`src/hw/rtl/tgr_pkg.sv`:
```
package tgr_pkg;

  localparam int ROW_W   = 4;
  localparam int COL_W   = 6;
  localparam int CHAR_W  = 8;
  localparam int PIX_W   = 8;
  localparam int COLOR_W = 16;

  localparam logic               REQ_WRITE   = 1'b0;
  localparam logic               REQ_PIXEL   = 1'b1;
  localparam logic [COLOR_W-1:0] LIT_COLOR   = 16'hFFFF;
  localparam logic [COLOR_W-1:0] DARK_COLOR  = 16'h0000;
  localparam logic [CHAR_W-1:0]  BLANK_CHAR  = 8'h00;

  localparam int CELL_H_LOG2 = 3;
  localparam int DIV6_MUL    = 171;
  localparam int DIV6_SHIFT  = 10;
  localparam logic [2:0] GLYPH_COLS = 3'd5;
  localparam logic [2:0] SPACE_ROW  = 3'd7;

  typedef logic [6:0] glyph_col_t;

  typedef struct packed {
    logic       lit_ok;
    logic [2:0] glyph_bit;
    logic [2:0] glyph_col;
  } pix_tag_t;

  localparam glyph_col_t FONT_ALNUM [36][5] = '{
    '{7'h3e,7'h51,7'h49,7'h45,7'h3e}, '{7'h00,7'h42,7'h7f,7'h40,7'h00},
    '{7'h42,7'h61,7'h51,7'h49,7'h46}, '{7'h21,7'h41,7'h45,7'h4b,7'h31},
    '{7'h18,7'h14,7'h12,7'h7f,7'h10}, '{7'h27,7'h45,7'h45,7'h45,7'h39},
    '{7'h3c,7'h4a,7'h49,7'h49,7'h30}, '{7'h01,7'h71,7'h09,7'h05,7'h03},
    '{7'h36,7'h49,7'h49,7'h49,7'h36}, '{7'h06,7'h49,7'h49,7'h29,7'h1e},
    '{7'h7e,7'h11,7'h11,7'h11,7'h7e}, '{7'h7f,7'h49,7'h49,7'h49,7'h36},
    '{7'h3e,7'h41,7'h41,7'h41,7'h22}, '{7'h7f,7'h41,7'h41,7'h22,7'h1c},
    '{7'h7f,7'h49,7'h49,7'h49,7'h41}, '{7'h7f,7'h09,7'h09,7'h09,7'h01},
    '{7'h3e,7'h41,7'h49,7'h49,7'h7a}, '{7'h7f,7'h08,7'h08,7'h08,7'h7f},
    '{7'h00,7'h41,7'h7f,7'h41,7'h00}, '{7'h20,7'h40,7'h41,7'h3f,7'h01},
    '{7'h7f,7'h08,7'h14,7'h22,7'h41}, '{7'h7f,7'h40,7'h40,7'h40,7'h40},
    '{7'h7f,7'h02,7'h0c,7'h02,7'h7f}, '{7'h7f,7'h04,7'h08,7'h10,7'h7f},
    '{7'h3e,7'h41,7'h41,7'h41,7'h3e}, '{7'h7f,7'h09,7'h09,7'h09,7'h06},
    '{7'h3e,7'h41,7'h51,7'h21,7'h5e}, '{7'h7f,7'h09,7'h19,7'h29,7'h46},
    '{7'h46,7'h49,7'h49,7'h49,7'h31}, '{7'h01,7'h01,7'h7f,7'h01,7'h01},
    '{7'h3f,7'h40,7'h40,7'h40,7'h3f}, '{7'h1f,7'h20,7'h40,7'h20,7'h1f},
    '{7'h3f,7'h40,7'h38,7'h40,7'h3f}, '{7'h63,7'h14,7'h08,7'h14,7'h63},
    '{7'h07,7'h08,7'h70,7'h08,7'h07}, '{7'h61,7'h51,7'h49,7'h45,7'h43}
  };

  localparam glyph_col_t GLYPH_BLANK    [5] = '{7'h00,7'h00,7'h00,7'h00,7'h00};
  localparam glyph_col_t GLYPH_COLON    [5] = '{7'h00,7'h36,7'h36,7'h00,7'h00};
  localparam glyph_col_t GLYPH_SEMI     [5] = '{7'h00,7'h56,7'h36,7'h00,7'h00};
  localparam glyph_col_t GLYPH_PERIOD   [5] = '{7'h00,7'h60,7'h60,7'h00,7'h00};
  localparam glyph_col_t GLYPH_MINUS    [5] = '{7'h08,7'h08,7'h08,7'h08,7'h08};
  localparam glyph_col_t GLYPH_SLASH    [5] = '{7'h20,7'h10,7'h08,7'h04,7'h02};
  localparam glyph_col_t GLYPH_EQUALS   [5] = '{7'h14,7'h14,7'h14,7'h14,7'h14};
  localparam glyph_col_t GLYPH_STAR     [5] = '{7'h14,7'h08,7'h3e,7'h08,7'h14};
  localparam glyph_col_t GLYPH_QUESTION [5] = '{7'h02,7'h01,7'h51,7'h09,7'h06};

  function automatic glyph_col_t glyph_column(logic [CHAR_W-1:0] ch, logic [2:0] col);
    logic [CHAR_W-1:0] c;
    logic [5:0]        idx;
    glyph_col_t        g [5];
    c   = (ch >= 8'h61 && ch <= 8'h7a) ? ch - 8'h20 : ch;
    idx = 6'd0;
    if (c >= 8'h30 && c <= 8'h39) begin
      idx = 6'(c - 8'h30);
      g   = FONT_ALNUM[idx];
    end else if (c >= 8'h41 && c <= 8'h5a) begin
      idx = 6'(c - 8'h41 + 8'd10);
      g   = FONT_ALNUM[idx];
    end else begin
      unique case (c)
        BLANK_CHAR, 8'h20: g = GLYPH_BLANK;
        8'h3a:             g = GLYPH_COLON;
        8'h3b:             g = GLYPH_SEMI;
        8'h2e:             g = GLYPH_PERIOD;
        8'h2d:             g = GLYPH_MINUS;
        8'h2f:             g = GLYPH_SLASH;
        8'h3d:             g = GLYPH_EQUALS;
        8'h2a:             g = GLYPH_STAR;
        default:           g = GLYPH_QUESTION;
      endcase
    end
    return (col < GLYPH_COLS) ? g[col] : 7'h00;
  endfunction

endpackage

```
`src/hw/rtl/tgr_decode.sv`:
```
module tgr_decode #(
  parameter int TEXT_ROWS     = 16,
  parameter int TEXT_COLUMNS  = 40,
  parameter int SCREEN_WIDTH  = 240,
  parameter int SCREEN_HEIGHT = 135,
  localparam int DEPTH = TEXT_ROWS * TEXT_COLUMNS,
  localparam int AW    = (DEPTH > 1) ? $clog2(DEPTH) : 1
) (
  input  logic                       req_type,
  input  logic [tgr_pkg::ROW_W-1:0]  text_row,
  input  logic [tgr_pkg::COL_W-1:0]  text_column,
  input  logic [tgr_pkg::PIX_W-1:0]  pixel_x,
  input  logic [tgr_pkg::PIX_W-1:0]  pixel_y,
  output logic                       wr_ok,
  output logic [AW-1:0]              addr,
  output tgr_pkg::pix_tag_t          tag
);
  import tgr_pkg::*;

  logic [15:0] x_prod;
  logic [5:0]  cell_idx;
  logic [7:0]  cell_x6;
  logic [2:0]  gcol;
  logic [4:0]  prow;
  logic [2:0]  gbit;
  logic [6:0]  row_sel;
  logic [6:0]  col_sel;
  logic [31:0] addr_full;

  always_comb begin
    x_prod   = 16'(pixel_x) * 16'(DIV6_MUL);
    cell_idx = 6'(x_prod >> DIV6_SHIFT);
    cell_x6  = 8'({2'b00, cell_idx} * 8'd6);
    gcol     = 3'(pixel_x - cell_x6);
    prow     = pixel_y[PIX_W-1:CELL_H_LOG2];
    gbit     = pixel_y[CELL_H_LOG2-1:0];

    wr_ok = (32'(text_row) < 32'(TEXT_ROWS)) && (32'(text_column) < 32'(TEXT_COLUMNS));

    tag.glyph_bit = gbit;
    tag.glyph_col = gcol;
    tag.lit_ok    = (32'(pixel_x) < 32'(SCREEN_WIDTH)) && (32'(pixel_y) < 32'(SCREEN_HEIGHT))
                 && (32'(prow) < 32'(TEXT_ROWS)) && (32'(cell_idx) < 32'(TEXT_COLUMNS))
                 && (gbit != SPACE_ROW) && (gcol < GLYPH_COLS);

    row_sel   = (req_type == REQ_PIXEL) ? 7'(prow) : 7'(text_row);
    col_sel   = (req_type == REQ_PIXEL) ? 7'(cell_idx) : 7'(text_column);
    addr_full = 32'(row_sel) * 32'(TEXT_COLUMNS) + 32'(col_sel);
    addr      = addr_full[AW-1:0];
  end

endmodule

```
`config.mk`:
```
export PLATFORM = sky130hd
export DESIGN_NAME = tgr_decode
export DESIGN_NICKNAME = d
export VERILOG_FILES = /design/src/hw/rtl/tgr_pkg.sv /design/src/hw/rtl/tgr_decode.sv
export SDC_FILE = /design/constraint.sdc
export NUM_CORES = 1
export LEC_CHECK = 0
export BUFFER_PORTS_ARGS = -buffer_cell sky130_fd_sc_hd__buf_2
export CAP_MARGIN = 20
export CORE_UTILIZATION = 57
export DETAILED_ROUTE_END_ITERATION = 6
export PLACE_DENSITY = 0.83
export SLEW_MARGIN = 5
export SYNTH_ARGS = -nofsm -noshare
export SYNTH_HDL_FRONTEND = slang
export SYNTH_SLANG_ARGS = --single-unit
```
`constraint.sdc`:
```
create_clock -name vclk -period 5.25
set_input_delay 0.2625 -clock vclk [all_inputs]
set_output_delay 0.2625 -clock vclk [all_outputs]
set_load 0.02 [all_outputs]
```
==> summary.md <==
| Metric | Value |
|---|---|
| Status | `finished, violations left` |
| Failing checks | `DRC` |
| Crit-path leading delay family | `adder cells` |
| Worst Hold Class | `in -> out` |
| Detailed Place HPWL | `3.38 mm` |
| Vias in the first global route | `1551` |
| Total power | `765 µW` |
| Worst endpoint data arrival time | `4.76 ns` |
| Fin cells | `272` |
| CP Capture Type | `primary output` |
| Layout cells sized above 1 | `0.303` |
| Syn_area_per_cell | `8.74 µm²` |
| Yosys cell types | `34` |
| Sequential Power Share | `0` |
| Unrepaired setup endpoints after global routing | `false` |
| WL/cell | `14.6 µm` |
| CORE AREA | `0.00281 mm²` |
| Max Slew Vio Count | `0` |
| Hold Crit Start | `pixel_y[1]` |
| Period utilisation layout | `0.957` |
| Grt ovf | `0` |
| Post-route minimum period | `5.03 ns` |
| Met1 usage | `0.336` |
| Net Sw Frac | `0.580` |
| CTS hold repair buffers | `0` |
| Drt pass-1 iters | `6` |
| WL final | `3.98 mm` |
| Relative slew slack | `0.648` |
| MaxCap Viol Count | `0` |
| Sequential fraction of the synthesis area | `0` |
| Synthesized cell area | `0.00170 mm²` |
| Syn_nets | `287` |
| N_diodes | `0` |
| Crit-path slowest cell | `fa_1` |
| Footprint of the multi-input gates | `0.00159 mm²` |
| Fillers | `210` |
| Crit start category | `input port` |
| Sw Pwr | `444 µW` |
| Worst-path cell chain | `buf_2, ha_4, fa_1, fa_1, inv_1, fa_1, inv_1, ha_4, and4_4, nor2b_4, a21oi_2, a21oi_2, xor2_1, mux2_2, ha_1, a21o_1, nand2_1, nor3_2, xor2_1, xnor2_1, buf_4` |
| Nets | `335` |
| Total global-route track usage | `0.247` |
| DRC | `6` |
| Top cell by count, worst path | `fa_1` |
| GR Layer Usage met2 | `0.446` |
| Final sequential cell count | `0` |
| Largest net degree at the start of global routing | `12` |
| Setup Fix Bufs, Post-CTS | `0` |
| Routed Antenna Nets | `0` |
| Setup_tns | `0 ns` |
| Hold Fails Final Rpt | `0` |
| CP Launch Point | `pixel_x[1]` |
| Die Height | `56.7 µm` |
| Clkbuf count | `0` |
| Area grow syn2layout | `20.1%` |
| Iter 0 DRT Violations | `34` |
| IO Pins | `45` |
| Worst vdd ir | `0.206 mV` |
| Leak | `1.15 nW` |
| Combinational cell fraction of total power | `1.000` |
| Met3 GRT Util | `0.00230` |
| First-pass GRT wire length | `6.44 mm` |
| CP max stage delay | `0.54 ns` |
| Cell Rows | `19` |
| Initial Utilization | `0.607` |
| CP Class | `in -> out` |
| FF+latch area | `0 µm²` |
| Antenna violations before repair | `0` |
| Tightest Pin Transition | `0.529 ns` |
| # port buffers | `45` |
| Gpl congestion | `0.890` |
| Cell-internal power | `321 µW` |
| Via count | `1539` |
| Max Fclk | `199 MHz` |
| Global routing's busiest layer | `met2` |
| Synthesis Warnings | `0` |
| Die area | `0.00321 mm²` |
| CP Buf/Inv Count | `4` |
| P per Cell Area | `374 mW/mm²` |
| Die Wd | `56.7 µm` |
| Data required time of the worst path | `4.99 ns` |
| Placed cells | `272` |
| Worst Path Max Fanout | `3` |
| Count of final setup violators | `0` |
| Synth Instances | `195` |
| Clock network fraction of design power | `0` |
| Via/cell ratio | `5.66` |
## cell families (layout without fill, tap and decap cells)
logic type / after synthesis / in the layout / share of synthesized area
xor gates and xnor gates: 15 / 15 / 0.0771
muxes: 6 / 6 / 0.0396
and+or+nand+nor: 29 / 29 / 0.0888
AOI/OAI and AO/OA: 36 / 36 / 0.150
buffers and inverters: 44 / 90 / 0.106
adders and majority gates: 65 / 65 / 0.539
## cells in the final DEF (no fill, tap or decap), types with 2 or more instances in the layout
cell	instances
a211oi_2	2
a21o_1	5
a21oi_1	8
a21oi_2	4
buf_2	44
buf_4	7
fa_1	13
ha_1	48
ha_4	2
inv_1	39
mux2_2	6
nand2_1	8
nand3_1	2
nand4_1	2
nor2_1	5
nor3_1	3
nor3b_1	2
o21a_1	3
o21ai_0	5
xnor2_1	9
xor2_1	6
## cell usage after synthesis, types with 3 or more instances
| library cell | instances | area [µm²] |
|---|---|---|
| o21a_1 | 3 | 22.5 |
| a21oi_1 | 11 | 55.1 |
| buf_4 | 4 | 30.0 |
| xnor2_1 | 9 | 78.8 |
| o21ai_0 | 5 | 25.0 |
| a21o_1 | 5 | 37.5 |
| xor2_1 | 6 | 52.6 |
| mux2_2 | 6 | 67.6 |
| ha_1 | 51 | 638 |
| inv_1 | 39 | 146 |
| fa_1 | 14 | 280 |
| nor3_1 | 4 | 20.0 |
| nand2_1 | 8 | 30.0 |
| nor2_1 | 5 | 18.8 |
## routing by layer
| metal | vias to the layer above | share of wire |
|---|---|---|
| met5 | - | 0 |
| met4 | 0 | 0.012 |
| met3 | 6 | 0.029 |
| met2 | 38 | 0.51 |
| met1 | 737 | 0.45 |
| li1 | 758 | - |
## path summary, 6_finish.rpt
kind	to	cells past startpoint	slack (ns)
hold / removal	tag[4]	2	0.76
setup / recovery	addr[9]	21	0.22
## metrics by stage
step	hold WS, ns	utilization	instance area (µm²)	setup slack, ns
final	0.758	0.730	2050	0.224
after global routing	0.762	0.730	2050	0.00990
after CTS	0.759	0.710	1990	0.00128
after detailed placement	0.759	0.706	1980	-0.0335
after global placement	0.756	0.706	1980	0.0471
after floorplan	0.638	-	1700	0.232
## repair_timing
| action | CTS | global route |
|---|---|---|
| endpoints found under the setup margin | 1 | 4 |
| gates resized for setup | 3 | 10 |
| pin swaps | 0 | 5 |
## layout make-up
type / instances / area share
inverter: 39 / 0.0715
multi-input combinational: 151 / 0.776
tap: 31 / 0.0189
timing repair buffer: 51 / 0.133
## power groups by stage
stage / registers, mW / clock network, mW / logic (mW)
after floorplan: 0 / 0 / 0.529
after global placement: 0 / 0 / 0.702
after detailed placement: 0 / 0 / 0.719
after CTS: 0 / 0 / 0.731
after global routing: 0 / 0 / 0.836
final: 0 / 0 / 0.765
(Power assumes the default switching activity.)
