==> config.mk <==
export PLATFORM = sky130hd
export DESIGN_NAME = tgr_shade_flat
export DESIGN_NICKNAME = d
export VERILOG_FILES = /design/src/hw/rtl/tgr_pkg.sv /design/src/hw/rtl/tgr_if.sv /design/src/hw/rtl/tgr_shade.sv /design/src/flat_wrapper.sv
export SDC_FILE = /design/constraint.sdc
export NUM_CORES = 1
export LEC_CHECK = 0
export CORE_AREA = 2 2 109 111
export DETAILED_ROUTE_END_ITERATION = 10
export DIE_AREA = 0 0 111 113
export DONT_BUFFER_PORTS = 1
export MAX_ROUTING_LAYER = met4
export PLACE_DENSITY = 0.59
export SLEW_MARGIN = 20
export SYNTH_ARGS = -nofsm -noshare
export SYNTH_HDL_FRONTEND = slang
export SYNTH_SLANG_ARGS = --single-unit
==> constraint.sdc <==
create_clock -name clk -period 5.1 [get_ports clk]
set_input_delay 1.02 -clock clk [delete_from_list [all_inputs] [get_ports clk]]
set_output_delay 1.02 -clock clk [all_outputs]
set_load 0.05 [all_outputs]
==> src/hw/rtl/tgr_pkg.sv <==
package tgr_pkg;

  localparam int ROW_W   = 4;
  localparam int COL_W   = 6;
  localparam int CHAR_W  = 8;
  localparam int PIX_W   = 8;
  localparam int COLOR_W = 16;

  localparam logic               REQ_WRITE   = 1'b0;
  localparam logic               REQ_PIXEL   = 1'b1;
  localparam logic [COLOR_W-1:0] LIT_COLOR   = 16'hFFFF;
  localparam logic [COLOR_W-1:0] DARK_COLOR  = 16'h0000;
  localparam logic [CHAR_W-1:0]  BLANK_CHAR  = 8'h00;

  localparam int CELL_H_LOG2 = 3;
  localparam int DIV6_MUL    = 171;
  localparam int DIV6_SHIFT  = 10;
  localparam logic [2:0] GLYPH_COLS = 3'd5;
  localparam logic [2:0] SPACE_ROW  = 3'd7;

  typedef logic [6:0] glyph_col_t;

  typedef struct packed {
    logic       lit_ok;
    logic [2:0] glyph_bit;
    logic [2:0] glyph_col;
  } pix_tag_t;

  localparam glyph_col_t FONT_ALNUM [36][5] = '{
    '{7'h3e,7'h51,7'h49,7'h45,7'h3e}, '{7'h00,7'h42,7'h7f,7'h40,7'h00},
    '{7'h42,7'h61,7'h51,7'h49,7'h46}, '{7'h21,7'h41,7'h45,7'h4b,7'h31},
    '{7'h18,7'h14,7'h12,7'h7f,7'h10}, '{7'h27,7'h45,7'h45,7'h45,7'h39},
    '{7'h3c,7'h4a,7'h49,7'h49,7'h30}, '{7'h01,7'h71,7'h09,7'h05,7'h03},
    '{7'h36,7'h49,7'h49,7'h49,7'h36}, '{7'h06,7'h49,7'h49,7'h29,7'h1e},
    '{7'h7e,7'h11,7'h11,7'h11,7'h7e}, '{7'h7f,7'h49,7'h49,7'h49,7'h36},
    '{7'h3e,7'h41,7'h41,7'h41,7'h22}, '{7'h7f,7'h41,7'h41,7'h22,7'h1c},
    '{7'h7f,7'h49,7'h49,7'h49,7'h41}, '{7'h7f,7'h09,7'h09,7'h09,7'h01},
    '{7'h3e,7'h41,7'h49,7'h49,7'h7a}, '{7'h7f,7'h08,7'h08,7'h08,7'h7f},
    '{7'h00,7'h41,7'h7f,7'h41,7'h00}, '{7'h20,7'h40,7'h41,7'h3f,7'h01},
    '{7'h7f,7'h08,7'h14,7'h22,7'h41}, '{7'h7f,7'h40,7'h40,7'h40,7'h40},
    '{7'h7f,7'h02,7'h0c,7'h02,7'h7f}, '{7'h7f,7'h04,7'h08,7'h10,7'h7f},
    '{7'h3e,7'h41,7'h41,7'h41,7'h3e}, '{7'h7f,7'h09,7'h09,7'h09,7'h06},
    '{7'h3e,7'h41,7'h51,7'h21,7'h5e}, '{7'h7f,7'h09,7'h19,7'h29,7'h46},
    '{7'h46,7'h49,7'h49,7'h49,7'h31}, '{7'h01,7'h01,7'h7f,7'h01,7'h01},
    '{7'h3f,7'h40,7'h40,7'h40,7'h3f}, '{7'h1f,7'h20,7'h40,7'h20,7'h1f},
    '{7'h3f,7'h40,7'h38,7'h40,7'h3f}, '{7'h63,7'h14,7'h08,7'h14,7'h63},
    '{7'h07,7'h08,7'h70,7'h08,7'h07}, '{7'h61,7'h51,7'h49,7'h45,7'h43}
  };

  localparam glyph_col_t GLYPH_BLANK    [5] = '{7'h00,7'h00,7'h00,7'h00,7'h00};
  localparam glyph_col_t GLYPH_COLON    [5] = '{7'h00,7'h36,7'h36,7'h00,7'h00};
  localparam glyph_col_t GLYPH_SEMI     [5] = '{7'h00,7'h56,7'h36,7'h00,7'h00};
  localparam glyph_col_t GLYPH_PERIOD   [5] = '{7'h00,7'h60,7'h60,7'h00,7'h00};
  localparam glyph_col_t GLYPH_MINUS    [5] = '{7'h08,7'h08,7'h08,7'h08,7'h08};
  localparam glyph_col_t GLYPH_SLASH    [5] = '{7'h20,7'h10,7'h08,7'h04,7'h02};
  localparam glyph_col_t GLYPH_EQUALS   [5] = '{7'h14,7'h14,7'h14,7'h14,7'h14};
  localparam glyph_col_t GLYPH_STAR     [5] = '{7'h14,7'h08,7'h3e,7'h08,7'h14};
  localparam glyph_col_t GLYPH_QUESTION [5] = '{7'h02,7'h01,7'h51,7'h09,7'h06};

  function automatic glyph_col_t glyph_column(logic [CHAR_W-1:0] ch, logic [2:0] col);
    logic [CHAR_W-1:0] c;
    logic [5:0]        idx;
    glyph_col_t        g [5];
    c   = (ch >= 8'h61 && ch <= 8'h7a) ? ch - 8'h20 : ch;
    idx = 6'd0;
    if (c >= 8'h30 && c <= 8'h39) begin
      idx = 6'(c - 8'h30);
      g   = FONT_ALNUM[idx];
    end else if (c >= 8'h41 && c <= 8'h5a) begin
      idx = 6'(c - 8'h41 + 8'd10);
      g   = FONT_ALNUM[idx];
    end else begin
      unique case (c)
        BLANK_CHAR, 8'h20: g = GLYPH_BLANK;
        8'h3a:             g = GLYPH_COLON;
        8'h3b:             g = GLYPH_SEMI;
        8'h2e:             g = GLYPH_PERIOD;
        8'h2d:             g = GLYPH_MINUS;
        8'h2f:             g = GLYPH_SLASH;
        8'h3d:             g = GLYPH_EQUALS;
        8'h2a:             g = GLYPH_STAR;
        default:           g = GLYPH_QUESTION;
      endcase
    end
    return (col < GLYPH_COLS) ? g[col] : 7'h00;
  endfunction

endpackage

==> src/hw/rtl/tgr_if.sv <==


interface tgr_out_if;
  logic                        valid;
  logic                        ready;
  logic [tgr_pkg::COLOR_W-1:0] pixel_color;

  modport source (output valid, pixel_color, input ready);
  modport sink (input valid, pixel_color, output ready);
endinterface

==> src/hw/rtl/tgr_shade.sv <==
module tgr_shade (
  input  logic                      clk,
  input  logic                      rst_n,
  input  logic                      load,
  input  tgr_pkg::pix_tag_t         tag,
  input  logic [tgr_pkg::CHAR_W-1:0] rdata,
  output logic                      space,
  tgr_out_if.source                 out_ch
);
  import tgr_pkg::*;

  logic        s1_vld_r, s1_vld_nxt;
  pix_tag_t    s1_tag_r;
  logic        out_vld_r, out_vld_nxt;
  logic [COLOR_W-1:0] color_r;
  logic        adv;
  glyph_col_t  gcol_bits;

  always_comb begin
    adv         = s1_vld_r && (!out_vld_r || out_ch.ready);
    space       = !s1_vld_r || adv;
    s1_vld_nxt  = load || (s1_vld_r && !adv);
    out_vld_nxt = adv || (out_vld_r && !out_ch.ready);
    gcol_bits   = glyph_column(rdata, s1_tag_r.glyph_col);
  end

  always_ff @(posedge clk) begin
    if (!rst_n) begin
      s1_vld_r  <= 1'b0;
      out_vld_r <= 1'b0;
    end else begin
      s1_vld_r  <= s1_vld_nxt;
      out_vld_r <= out_vld_nxt;
    end
  end

  always_ff @(posedge clk) begin
    if (load) begin
      s1_tag_r <= tag;
    end
    if (adv) begin
      color_r <= (s1_tag_r.lit_ok && gcol_bits[s1_tag_r.glyph_bit]) ? LIT_COLOR : DARK_COLOR;
    end
  end

  assign out_ch.valid       = out_vld_r;
  assign out_ch.pixel_color = color_r;

endmodule

==> src/flat_wrapper.sv <==
// flat-port wrapper written by rule: the top's interface ports become plain ports
module tgr_shade_flat import tgr_pkg::*;
  (clk, rst_n, load, tag, rdata, space, out_ch_valid, out_ch_pixel_color, out_ch_ready);
  tgr_out_if out_ch_i ();
  input  logic clk;
  input  logic rst_n;
  input  logic load;
  input  tgr_pkg::pix_tag_t tag;
  input  logic [tgr_pkg::CHAR_W-1:0] rdata;
  output logic space;
  output wire logic [$bits(out_ch_i.valid)-1:0] out_ch_valid;
  output wire logic [$bits(out_ch_i.pixel_color)-1:0] out_ch_pixel_color;
  input wire logic [$bits(out_ch_i.ready)-1:0] out_ch_ready;
  assign out_ch_valid = out_ch_i.valid;
  assign out_ch_pixel_color = out_ch_i.pixel_color;
  assign out_ch_i.ready = out_ch_ready;
  tgr_shade u_core (.clk(clk), .rst_n(rst_n), .load(load), .tag(tag), .rdata(rdata), .space(space), .out_ch(out_ch_i));
endmodule
==> run_results.csv, run 1 <==
group,metric,value,unit
sta,fin_skew,0.000457,ns
routing,routed_wl,21200,um
global_route,gr-total-overflow,0,
sta,setup_tns,0,ns
routing,avgViaCountPerCell,7.47,
sta,min_period,4.67,ns
clock_network,clock_latency,0.23,ns
worst_setup_path,critPathRequiredTime,5.06,ns
yosys,syn_nets,729,
final_layout,final_cell_mix,"a21oi_1 (69), o21ai_0 (65), nand2_1 (56)",
yosys,post_synth.cell_area_avg,6.51,um^2
sta,fmax,214,MHz
clock_network,root_buffer,"clkbuf_16",
global_route,use_met1,43.9,%
yosys,synthDistinctLibCells,80,
routing,num_vias,5776,
yosys,synthMuxAreaShare,2.99,%
clock_network,path_clk_slew,0.04,ns
routing,drt_iter0_markers,796,
worst_setup_path,crit_type,"in -> reg",
sta,hold_viol,0,
floorplan,die_h,113,um
sta,finalSetupViolations,0,
sta,fin_crit_sh,91.5,%
clock_network,cts_hold_buf,0,
final_layout,stdcell_area,4590,um^2
yosys,yosys_most_used_dff,"edfxtp_1",
final_layout,layout_commonest_cell,"a21oi_1",
floorplan,initial_utilization,39.7,%
global_route,grtUsageMet3,5.62,%
global_route,grt_pass1_wl,32400,um
yosys,ys_seq_area_share,6.27,%
yosys,synth_seq_cells,10,
global_route,grtUsageTotal,33.5,%
yosys,async_flop_share,0,%
floorplan,row_count,39,
yosys,synth_warnings,0,
worst_setup_path,worst_setup_path_start_kind,"primary input",
floorplan,dieWidth,111,um
sta,rsz0062_at_grt,"no",
sta,worst_pin_slew,0.956,ns
final_layout,fill_cells,1221,
run_status,outcome,"completed",
final_layout,antenna_cells,0,
clock_network,cts_max_path_buffers,2,
clock_network,cts.sinks,10,
global_route,antenna_found_initial,0,
final_layout,fin_nets,673,
clock_network,cts_tree,"yes",
yosys,synth.cell_area,4470,um^2
yosys,synth_xor_xnor_area_share,1.37,%
final_layout,syn_to_final_growth,2.69,%
worst_setup_path,worst-path-max-fanout,54,
placement,placed_cell_area,4510,um^2
routing,drc,0,
floorplan,ios,37,
sta,hold_slack,0.509,ns
clock_network,cts_setup_buffers,0,
clock_network,numCtsBuffers,3,
power_and_ir_drop,p_total,738,uW
clock_network,cts-resized-gates,0,
floorplan,die_area,12500,um^2
yosys,synth_edf_count,8,
routing,first_pass_iters,6,
worst_hold_path,min_path_type,"reg -> reg",
power_and_ir_drop,cellLeakagePower,1.58,nW
yosys,synth_adder_area_share,6.44,%
placement,gp_congestion,1.13,
global_route,grt_pass1_vias,5284,
clock_network,cts.htree.levels,1,
sta,layout_setup_ws,0.432,ns
power_and_ir_drop,vdd_ir_drop_max,148,uV
job,max-cap-violations,0,
yosys,synth_top_family_by_area,"compound AO/OA/AOI/OAI gates",
placement,hpwl,15500,um
routing,wl_per_cell,27.4,um
placement,dp_worst_setup_slack,0.375,ns
power_and_ir_drop,p_per_area,161,nW/um^2
global_route,grt_max_degree,74,
sta,slew_headroom,36.3,%
yosys,synth_simple_gate_area_share,24.1,%
sta,finalMaxSlewViolations,0,
worst_setup_path,end_kind,"flop",
yosys,synth_compound_area_share,47.9,%
final_layout,drive_gt1_share,9.05,%
global_route,gr-usage-met2,52.0,%
global_route,gr-max-usage-layer,"met2",
floorplan,core,11300,um^2
placement,port_buffers,0,
yosys,syn_inst,687,
routing,antenna_left,0,
worst_setup_path,arrival,4.63,ns
-- area by class of cell --
class / instances / area, um^2 / share of cell area [%]
timing repair buffer: 31 / 270 / 5.89
tap: 143 / 179 / 3.90
clock inverter: 1 / 3.75 / 0.0817
multi-input combinational: 569 / 3720 / 81.1
sequential: 10 / 280 / 6.10
inverter: 16 / 60.1 / 1.31
clock buffer: 3 / 75.1 / 1.63
-- power by group --
group          internal [mW]  switching (mW)  leakage [nW]
logic                  0.161           0.336          1.45
registers             0.0958          0.0110        0.0945
clock network          0.102          0.0323        0.0385
total                  0.359           0.379          1.58
-- flip-flops by register name, summed over array words and instances, names as in the netlist --
register and count:
u_core.out_ch.pixel_color 1, u_core.out_ch.valid 1, u_core.s1_tag_r 7, u_core.s1_vld_r 1
-- synth_stat cells, drive strengths merged (8+ instances only) --
cell,n,area (um^2)
a21oi,69,345
o21ai,69,364
nand2,56,210
clkbuf,54,203
nor2,40,150
buf,38,229
a211oi,28,210
nor2b,25,156
nor3,24,120
ha,23,288
a31oi,21,131
nand3,15,75.1
o211ai,15,118
nand2b,14,87.6
inv,11,41.3
o31ai,11,82.6
a221oi,10,87.6
mux2i,10,100
a22oi,8,60.1
edfxtp,8,240
-- critical path, cell delays in order --
cell,delay (ns)
clkinv_1,0.14
ha_1,0.40
nand3b_4,0.13
a311o_1,0.41
a311o_1,0.60
a2111oi_2,0.60
o21ai_1,0.19
o211a_1,0.15
or4_1,0.49
a222oi_1,0.38
a311oi_1,0.10
-- worst paths after layout --
check                startpoint                       endpoint  slack, ns  cells past startpoint
max                    rdata[2]  u_core.out_ch.pixel_color[14]       0.43                     11
max reg2reg  u_core.s1_tag_r[1]  u_core.out_ch.pixel_color[14]       2.37                      9
min reg2reg     u_core.s1_vld_r            u_core.out_ch.valid       0.51                      1
min             u_core.s1_vld_r            u_core.out_ch.valid       0.51                      1
-- metal layers --
layer	vias up	wire length (um)
met4	0	1110
met3	87	2500
met2	463	9240
li1	2511	-
met5	-	0
met1	2715	8330
-- per-stage QoR --
stage	cells	util, %
global placement	769	40.0
global route	773	40.7
CTS	773	40.7
detailed placement	769	40.0
finish	773	40.7
floorplan	687	-
-- cell families after synthesis --
| family | Yosys count |
|---|---|
| multiplexers | 12 |
| flip-flops | 10 |
| AND/OR/NAND/NOR | 210 |
| buffers and inverters | 108 |
| XOR/XNOR | 7 |
| adder cells (fa/ha/maj) | 23 |
| AO/OA/AOI/OAI | 317 |
Note: power is estimated with default switching activity, not from simulation.
==> run 2, diff against run 1 <==
--- a/config.mk
+++ b/config.mk
@@ -5,9 +5,9 @@
 export SDC_FILE = /design/constraint.sdc
 export NUM_CORES = 1
 export LEC_CHECK = 0
-export CORE_AREA = 2 2 109 111
+export CORE_AREA = 2 2 153 80
 export DETAILED_ROUTE_END_ITERATION = 10
-export DIE_AREA = 0 0 111 113
+export DIE_AREA = 0 0 155 82
 export DONT_BUFFER_PORTS = 1
 export MAX_ROUTING_LAYER = met4
 export PLACE_DENSITY = 0.59
==> run 2 against run 1 <==
Net effect:
- sequential power rose by 5%
- critical path depth did not move
- first-iteration DRC count rose by 48%
- combinational power rose by 4.8%
- die area rose by 1.3%
- total power rose by 7.3%
- wire length rose by 12%
- highest routed layer unchanged
- clock power rose by 18%
- final cell count rose by 0.78%
- final area rose by 0.25%
- critical endpoint unchanged
- core utilization fell by 0.56 points
==> run_results.csv, run 2 (synthesized netlist as in run 1, its figures left out) <==
group,metric,value,unit
worst_setup_path,r2r-end,"u_core.out_ch.pixel_color[14]",
clock_network,clock_latency,0.24,ns
placement,hpwl,17200,um
worst_setup_path,end_kind,"flop",
floorplan,initial_utilization,39.0,%
clock_network,cts_tree,"yes",
worst_setup_path,worst_setup_path_start_kind,"primary input",
sta,slew_headroom,22.2,%
run_status,outcome,"completed",
power_and_ir_drop,switching_share,52.6,%
clock_network,cts.sinks,10,
worst_setup_path,max_stage_delay,0.67,ns
floorplan,dieWidth,155,um
final_layout,syn_to_final_growth,2.94,%
global_route,grt_pass1_wl,34700,um
global_route,grtUsageTotal,37.7,%
worst_setup_path,cp_slowest_cell,"a2111oi_2",
job,max-cap-violations,0,
floorplan,core,11500,um^2
clock_network,cts-resized-gates,0,
sta,fmax,219,MHz
placement,gp_congestion,1.06,
global_route,grt_pass1_vias,5198,
floorplan,die_h,82,um
global_route,grt_max_degree,74,
power_and_ir_drop,p_switching,416,uW
worst_hold_path,min_path_cells,1,
power_and_ir_drop,cellLeakagePower,1.58,nW
final_layout,final_cell_mix,"a21oi_1 (69), o21ai_0 (65), nand2_1 (56)",
worst_hold_path,holdCritStartpoint,"u_core.s1_vld_r",
clock_network,cts_setup_buffers,0,
worst_setup_path,crit_type,"in -> reg",
floorplan,ios,37,
sta,fin_skew,0.00131,ns
worst_setup_path,path_cells,"clkinv_1, ha_1, nand3b_4, a311o_1, a311o_1, a2111oi_2, o21ai_1, o211a_1, or4_1, a222oi_1, a311oi_1",
worst_setup_path,arrival,4.54,ns
clock_network,cts_hold_buf,0,
power_and_ir_drop,comb_power_share,65.7,%
sta,worst_pin_slew,1.14,ns
final_layout,drive_gt1_share,9.06,%
worst_hold_path,hold_end,"u_core.out_ch.valid",
worst_setup_path,r2r_setup_slack,1.85,ns
final_layout,fin_nets,672,
routing,first_pass_iters,7,
placement,port_buffers,0,
sta,min_period,4.57,ns
sta,finalSetupViolations,0,
floorplan,die_area,12700,um^2
worst_hold_path,min_path_type,"reg -> reg",
power_and_ir_drop,p_per_area,172,nW/um^2
final_layout,regMostFlops,"u_core.s1_tag_r",
final_layout,antenna_cells,0,
routing,antenna_left,0,
sta,layout_setup_ws,0.531,ns
final_layout,layout_commonest_cell,"a21oi_1",
power_and_ir_drop,p_int,375,uW
routing,drt_iter0_markers,1179,
sta,hold_viol,0,
global_route,antenna_found_initial,0,
power_and_ir_drop,p_total,791,uW
sta,finalMaxSlewViolations,0,
final_layout,largest_reg_flops,7,
clock_network,cts_max_path_buffers,2,
power_and_ir_drop,vdd_ir_drop_max,104,uV
worst_setup_path,r2r_start,"u_core.s1_tag_r[0]",
placement,dp_worst_setup_slack,0.431,ns
clock_network,root_buffer,"clkbuf_16",
routing,wl_per_cell,30.3,um
routing,avgViaCountPerCell,7.65,
routing,drc,0,
sta,fin_crit_sh,89.6,%
global_route,gr-total-overflow,0,
floorplan,row_count,28,
worst_setup_path,critPathRequiredTime,5.07,ns
sta,setup_tns,0,ns
clock_network,numCtsBuffers,3,
power_and_ir_drop,pwr-share-clk,20.1,%
worst_setup_path,worstRegToRegCells,9,
clock_network,path_clk_slew,0.04,ns
routing,routed_wl,23600,um
clock_network,cts.htree.levels,1,
sta,rsz0062_at_grt,"no",
routing,num_vias,5957,
power_and_ir_drop,p_seq_share,14.2,%
worst_setup_path,cpMostUsedCell,"a311o_1",
worst_setup_path,worst-path-max-fanout,54,
## run 2: stage by stage
step	utilization [%]	area, um^2	std cells	hold slack (ns)
after floorplan	-	4470	687	0.477
after global placement	39.4	4510	775	0.519
after detailed placement	39.4	4510	775	0.537
after CTS	40.2	4600	779	0.538
after global routing	40.2	4600	779	0.569
final	40.2	4600	779	0.541
## run 2: worst max-delay path by stage
stage,from,end,slack (ns),depth (start not counted)
3_5_place_dp,rdata[2],u_core.out_ch.pixel_color[14],0.43,11
3_3_place_gp,rdata[2],u_core.out_ch.pixel_color[14],0.39,11
5_1_grt,rdata[2],u_core.out_ch.pixel_color[14],0.36,11
2_1_floorplan,rdata[2],u_core.out_ch.pixel_color[14],0.53,13
6_report,rdata[2],u_core.out_ch.pixel_color[14],0.53,11
4_1_cts,rdata[1],u_core.out_ch.pixel_color[14],0.67,12
## run 2: power groups by stage
| stage | Sequential [mW] | Combinational [mW] | Clock, mW |
|---|---|---|---|
| floorplan | 0.105 | 0.365 | 0 |
| global placement | 0.113 | 0.493 | 0 |
| detailed placement | 0.113 | 0.484 | 0 |
| CTS | 0.111 | 0.487 | 0.159 |
| global route | 0.113 | 0.538 | 0.164 |
| finish | 0.112 | 0.520 | 0.159 |
## run 2: cell type report
type	count	area [um^2]
Fill cell	1219	6850
Multi-Input combinational cell	569	3720
Sequential cell	10	280
Timing Repair Buffer	30	263
Tap cell	150	188
Clock buffer	4	88.8
Inverter	16	60.1
## run 2: worst max-delay path, delay by kind of cell
| kind | cells | cell delay (ns) |
|---|---|---|
| buffers and inverters | 1 | 0.06 |
| AND/OR/NAND/NOR | 2 | 0.64 |
| adder cells (fa/ha/maj) | 1 | 0.33 |
| AO/OA/AOI/OAI | 7 | 2.49 |
## run 2: per-layer routing
metal  GRT usage [%]  vias up  wire length (um)
met5               -        -                 0
met4            4.17        0               408
met3            15.2       58              4350
met2            48.6      602              8620
met1            54.5     2786             10200
li1                -     2511                 -
==> run 3, diff against run 2 <==
==> constraint.sdc (replaced) <==
create_clock -name clk -period 5.1 [get_ports clk]
set_input_delay 0.51 -clock clk [delete_from_list [all_inputs] [get_ports clk]]
set_output_delay 0.51 -clock clk [all_outputs]
set_load 0.05 [all_outputs]
==> run 3 against run 2 <==
Net effect:
- sequential power barely moved
- global-route usage shrank 1.3 points
- wire length down 4.1%
- die area unchanged
- clock-buffer cell count unchanged
- worst hold slack worse by 0.18 ns
- critical path depth unchanged
- final area is 0.11% lower
- sequential cell count stayed put
- clock power is 11% lower
- via count decreased by 1.4%
- largest power group unchanged
- highest routed layer unchanged
==> run_results.csv, run 3 (synthesized netlist as in run 1, its figures left out) <==
group,metric,value,unit
power_and_ir_drop,switching_share,53.0,%
sta,slew_headroom,27.2,%
global_route,grt_max_degree,74,
floorplan,die_h,82,um
worst_hold_path,min_path_type,"in -> reg",
final_layout,stdcell_area,4600,um^2
clock_network,cts_hold_buf,0,
sta,fin_crit_sh,86.1,%
power_and_ir_drop,cellLeakagePower,1.58,nW
clock_network,clock_latency,0.24,ns
final_layout,fin_nets,674,
worst_setup_path,max_stage_delay,0.88,ns
sta,fmax,228,MHz
clock_network,cts-resized-gates,0,
sta,fin_skew,0.00330,ns
placement,port_buffers,0,
routing,wl_per_cell,29.0,um
final_layout,final_cells,782,
global_route,grt_pass1_wl,33600,um
final_layout,layout_commonest_cell,"a21oi_1",
final_layout,multi_input_area,3720,um^2
clock_network,path_clk_slew,0.04,ns
routing,drt_iter0_markers,989,
routing,avgViaCountPerCell,7.51,
final_layout,fill_cells,1210,
power_and_ir_drop,pwr-share-clk,18.6,%
final_layout,syn_to_final_growth,2.83,%
floorplan,initial_utilization,39.0,%
worst_setup_path,worst_setup_path_start_kind,"primary input",
clock_network,cts.htree.levels,1,
floorplan,dieWidth,155,um
placement,gp_congestion,1.13,
final_layout,fin_util,40.1,%
floorplan,core,11500,um^2
sta,min_period,4.39,ns
routing,drc,0,
floorplan,row_count,28,
worst_setup_path,cpMostUsedCell,"clkinv_1",
worst_setup_path,arrival,4.36,ns
power_and_ir_drop,p_switching,406,uW
clock_network,cts_setup_buffers,0,
placement,hpwl,16700,um
worst_setup_path,crit_path_start,"rdata[0]",
worst_setup_path,crit_type,"in -> reg",
worst_hold_path,holdCritStartpoint,"tag[0]",
clock_network,numCtsBuffers,3,
global_route,grt_pass1_vias,5219,
global_route,antenna_found_initial,1,
placement,dp_cells,777,
sta,rsz0062_at_grt,"no",
worst_setup_path,worst-path-max-fanout,41,
routing,num_vias,5873,
clock_network,cts.sinks,10,
worst_setup_path,end_kind,"flop",
final_layout,largest_reg_flops,7,
routing,routed_wl,22700,um
power_and_ir_drop,comb_power_share,66.8,%
sta,setup_tns,0,ns
worst_setup_path,r2r_start,"u_core.s1_tag_r[0]",
final_layout,final_cell_mix,"a21oi_1 (69), o21ai_0 (65), nand2_1 (56)",
sta,worst_pin_slew,1.10,ns
final_layout,seq_area,280,um^2
sta,finalMaxSlewViolations,0,
power_and_ir_drop,p_per_area,167,nW/um^2
placement,placed_cell_area,4520,um^2
clock_network,cts_tree,"yes",
final_layout,drive_gt1_share,9.19,%
global_route,grtUsageTotal,36.4,%
clock_network,cts_max_path_buffers,2,
worst_setup_path,critPathRequiredTime,5.07,ns
final_layout,regMostFlops,"u_core.s1_tag_r",
job,max-cap-violations,0,
sta,finalSetupViolations,0,
power_and_ir_drop,p_int,360,uW
worst_setup_path,cp_slowest_cell,"ha_1",
routing,first_pass_iters,6,
floorplan,die_area,12700,um^2
worst_setup_path,path_cells,"clkinv_1, ha_1, clkinv_1, o21ai_0, a21oi_1, o31ai_1, o311ai_1, o211a_1, or4_1, a222oi_1, a311oi_1",
power_and_ir_drop,p_seq_share,14.7,%
clock_network,root_buffer,"clkbuf_16",
run_status,outcome,"completed",
global_route,gr-total-overflow,0,
floorplan,ios,37,
sta,hold_viol,0,
routing,antenna_left,0,
power_and_ir_drop,vdd_ir_drop_max,149,uV
-- run 3: changes by cell type in the layout (fill, tap and decap cells not counted) --
cell and change:
buf_12 -1, buf_4 +3, clkbuf_1 +1, clkbuf_8 -1, diode_2 +1
-- run 3: through the flow --
step	setup slack [ns]	hold WS, ns	power [mW]
2_1_floorplan	1.04	0.477	0.470
3_3_place_gp	0.573	0.496	0.602
3_5_place_dp	0.625	0.504	0.591
4_1_cts	0.871	0.366	0.734
5_1_grt	0.596	0.360	0.794
6_report	0.708	0.365	0.766
-- run 3: path summary, 6_finish.rpt --
check	end	slack, ns	cells after the start
min reg2reg	u_core.out_ch.valid	0.52	1
min	u_core.s1_tag_r[0]	0.37	0
max	u_core.out_ch.pixel_color[14]	0.71	11
max reg2reg	u_core.out_ch.pixel_color[14]	1.79	9
-- run 3: worst max-delay path, delay by kind of cell --
family / cells / cell delay (ns)
AOI/OAI and AO/OA: 7 / 1.54
adders and majority gates: 1 / 0.88
buffers and inverters: 2 / 0.86
and+or+nand+nor: 1 / 0.55
-- run 3: power groups by stage --
| stage | registers [mW] | logic (mW) | clock network (mW) |
|---|---|---|---|
| after floorplan | 0.105 | 0.365 | 0 |
| after global placement | 0.113 | 0.489 | 0 |
| after detailed placement | 0.112 | 0.479 | 0 |
| after CTS | 0.111 | 0.481 | 0.142 |
| after global routing | 0.112 | 0.535 | 0.146 |
| final | 0.112 | 0.511 | 0.142 |
-- run 3: metal layers --
| metal | global-route usage [%] | vias to the layer above | wire [um] |
|---|---|---|---|
| met5 | - | - | 0 |
| met4 | 4.81 | 0 | 390 |
| met3 | 15.6 | 44 | 4130 |
| met2 | 48.9 | 522 | 8600 |
| met1 | 50.6 | 2796 | 9530 |
| li1 | - | 2511 | - |
-- run 3: layout make-up --
class | instances | share of cell area (%)
Timing Repair Buffer | 32 | 5.77
Tap cell | 150 | 4.08
Multi-Input combinational cell | 569 | 81.0
Sequential cell | 10 | 6.10
Clock buffer | 4 | 1.71
Inverter | 16 | 1.31
Antenna cell | 1 | 0.0544
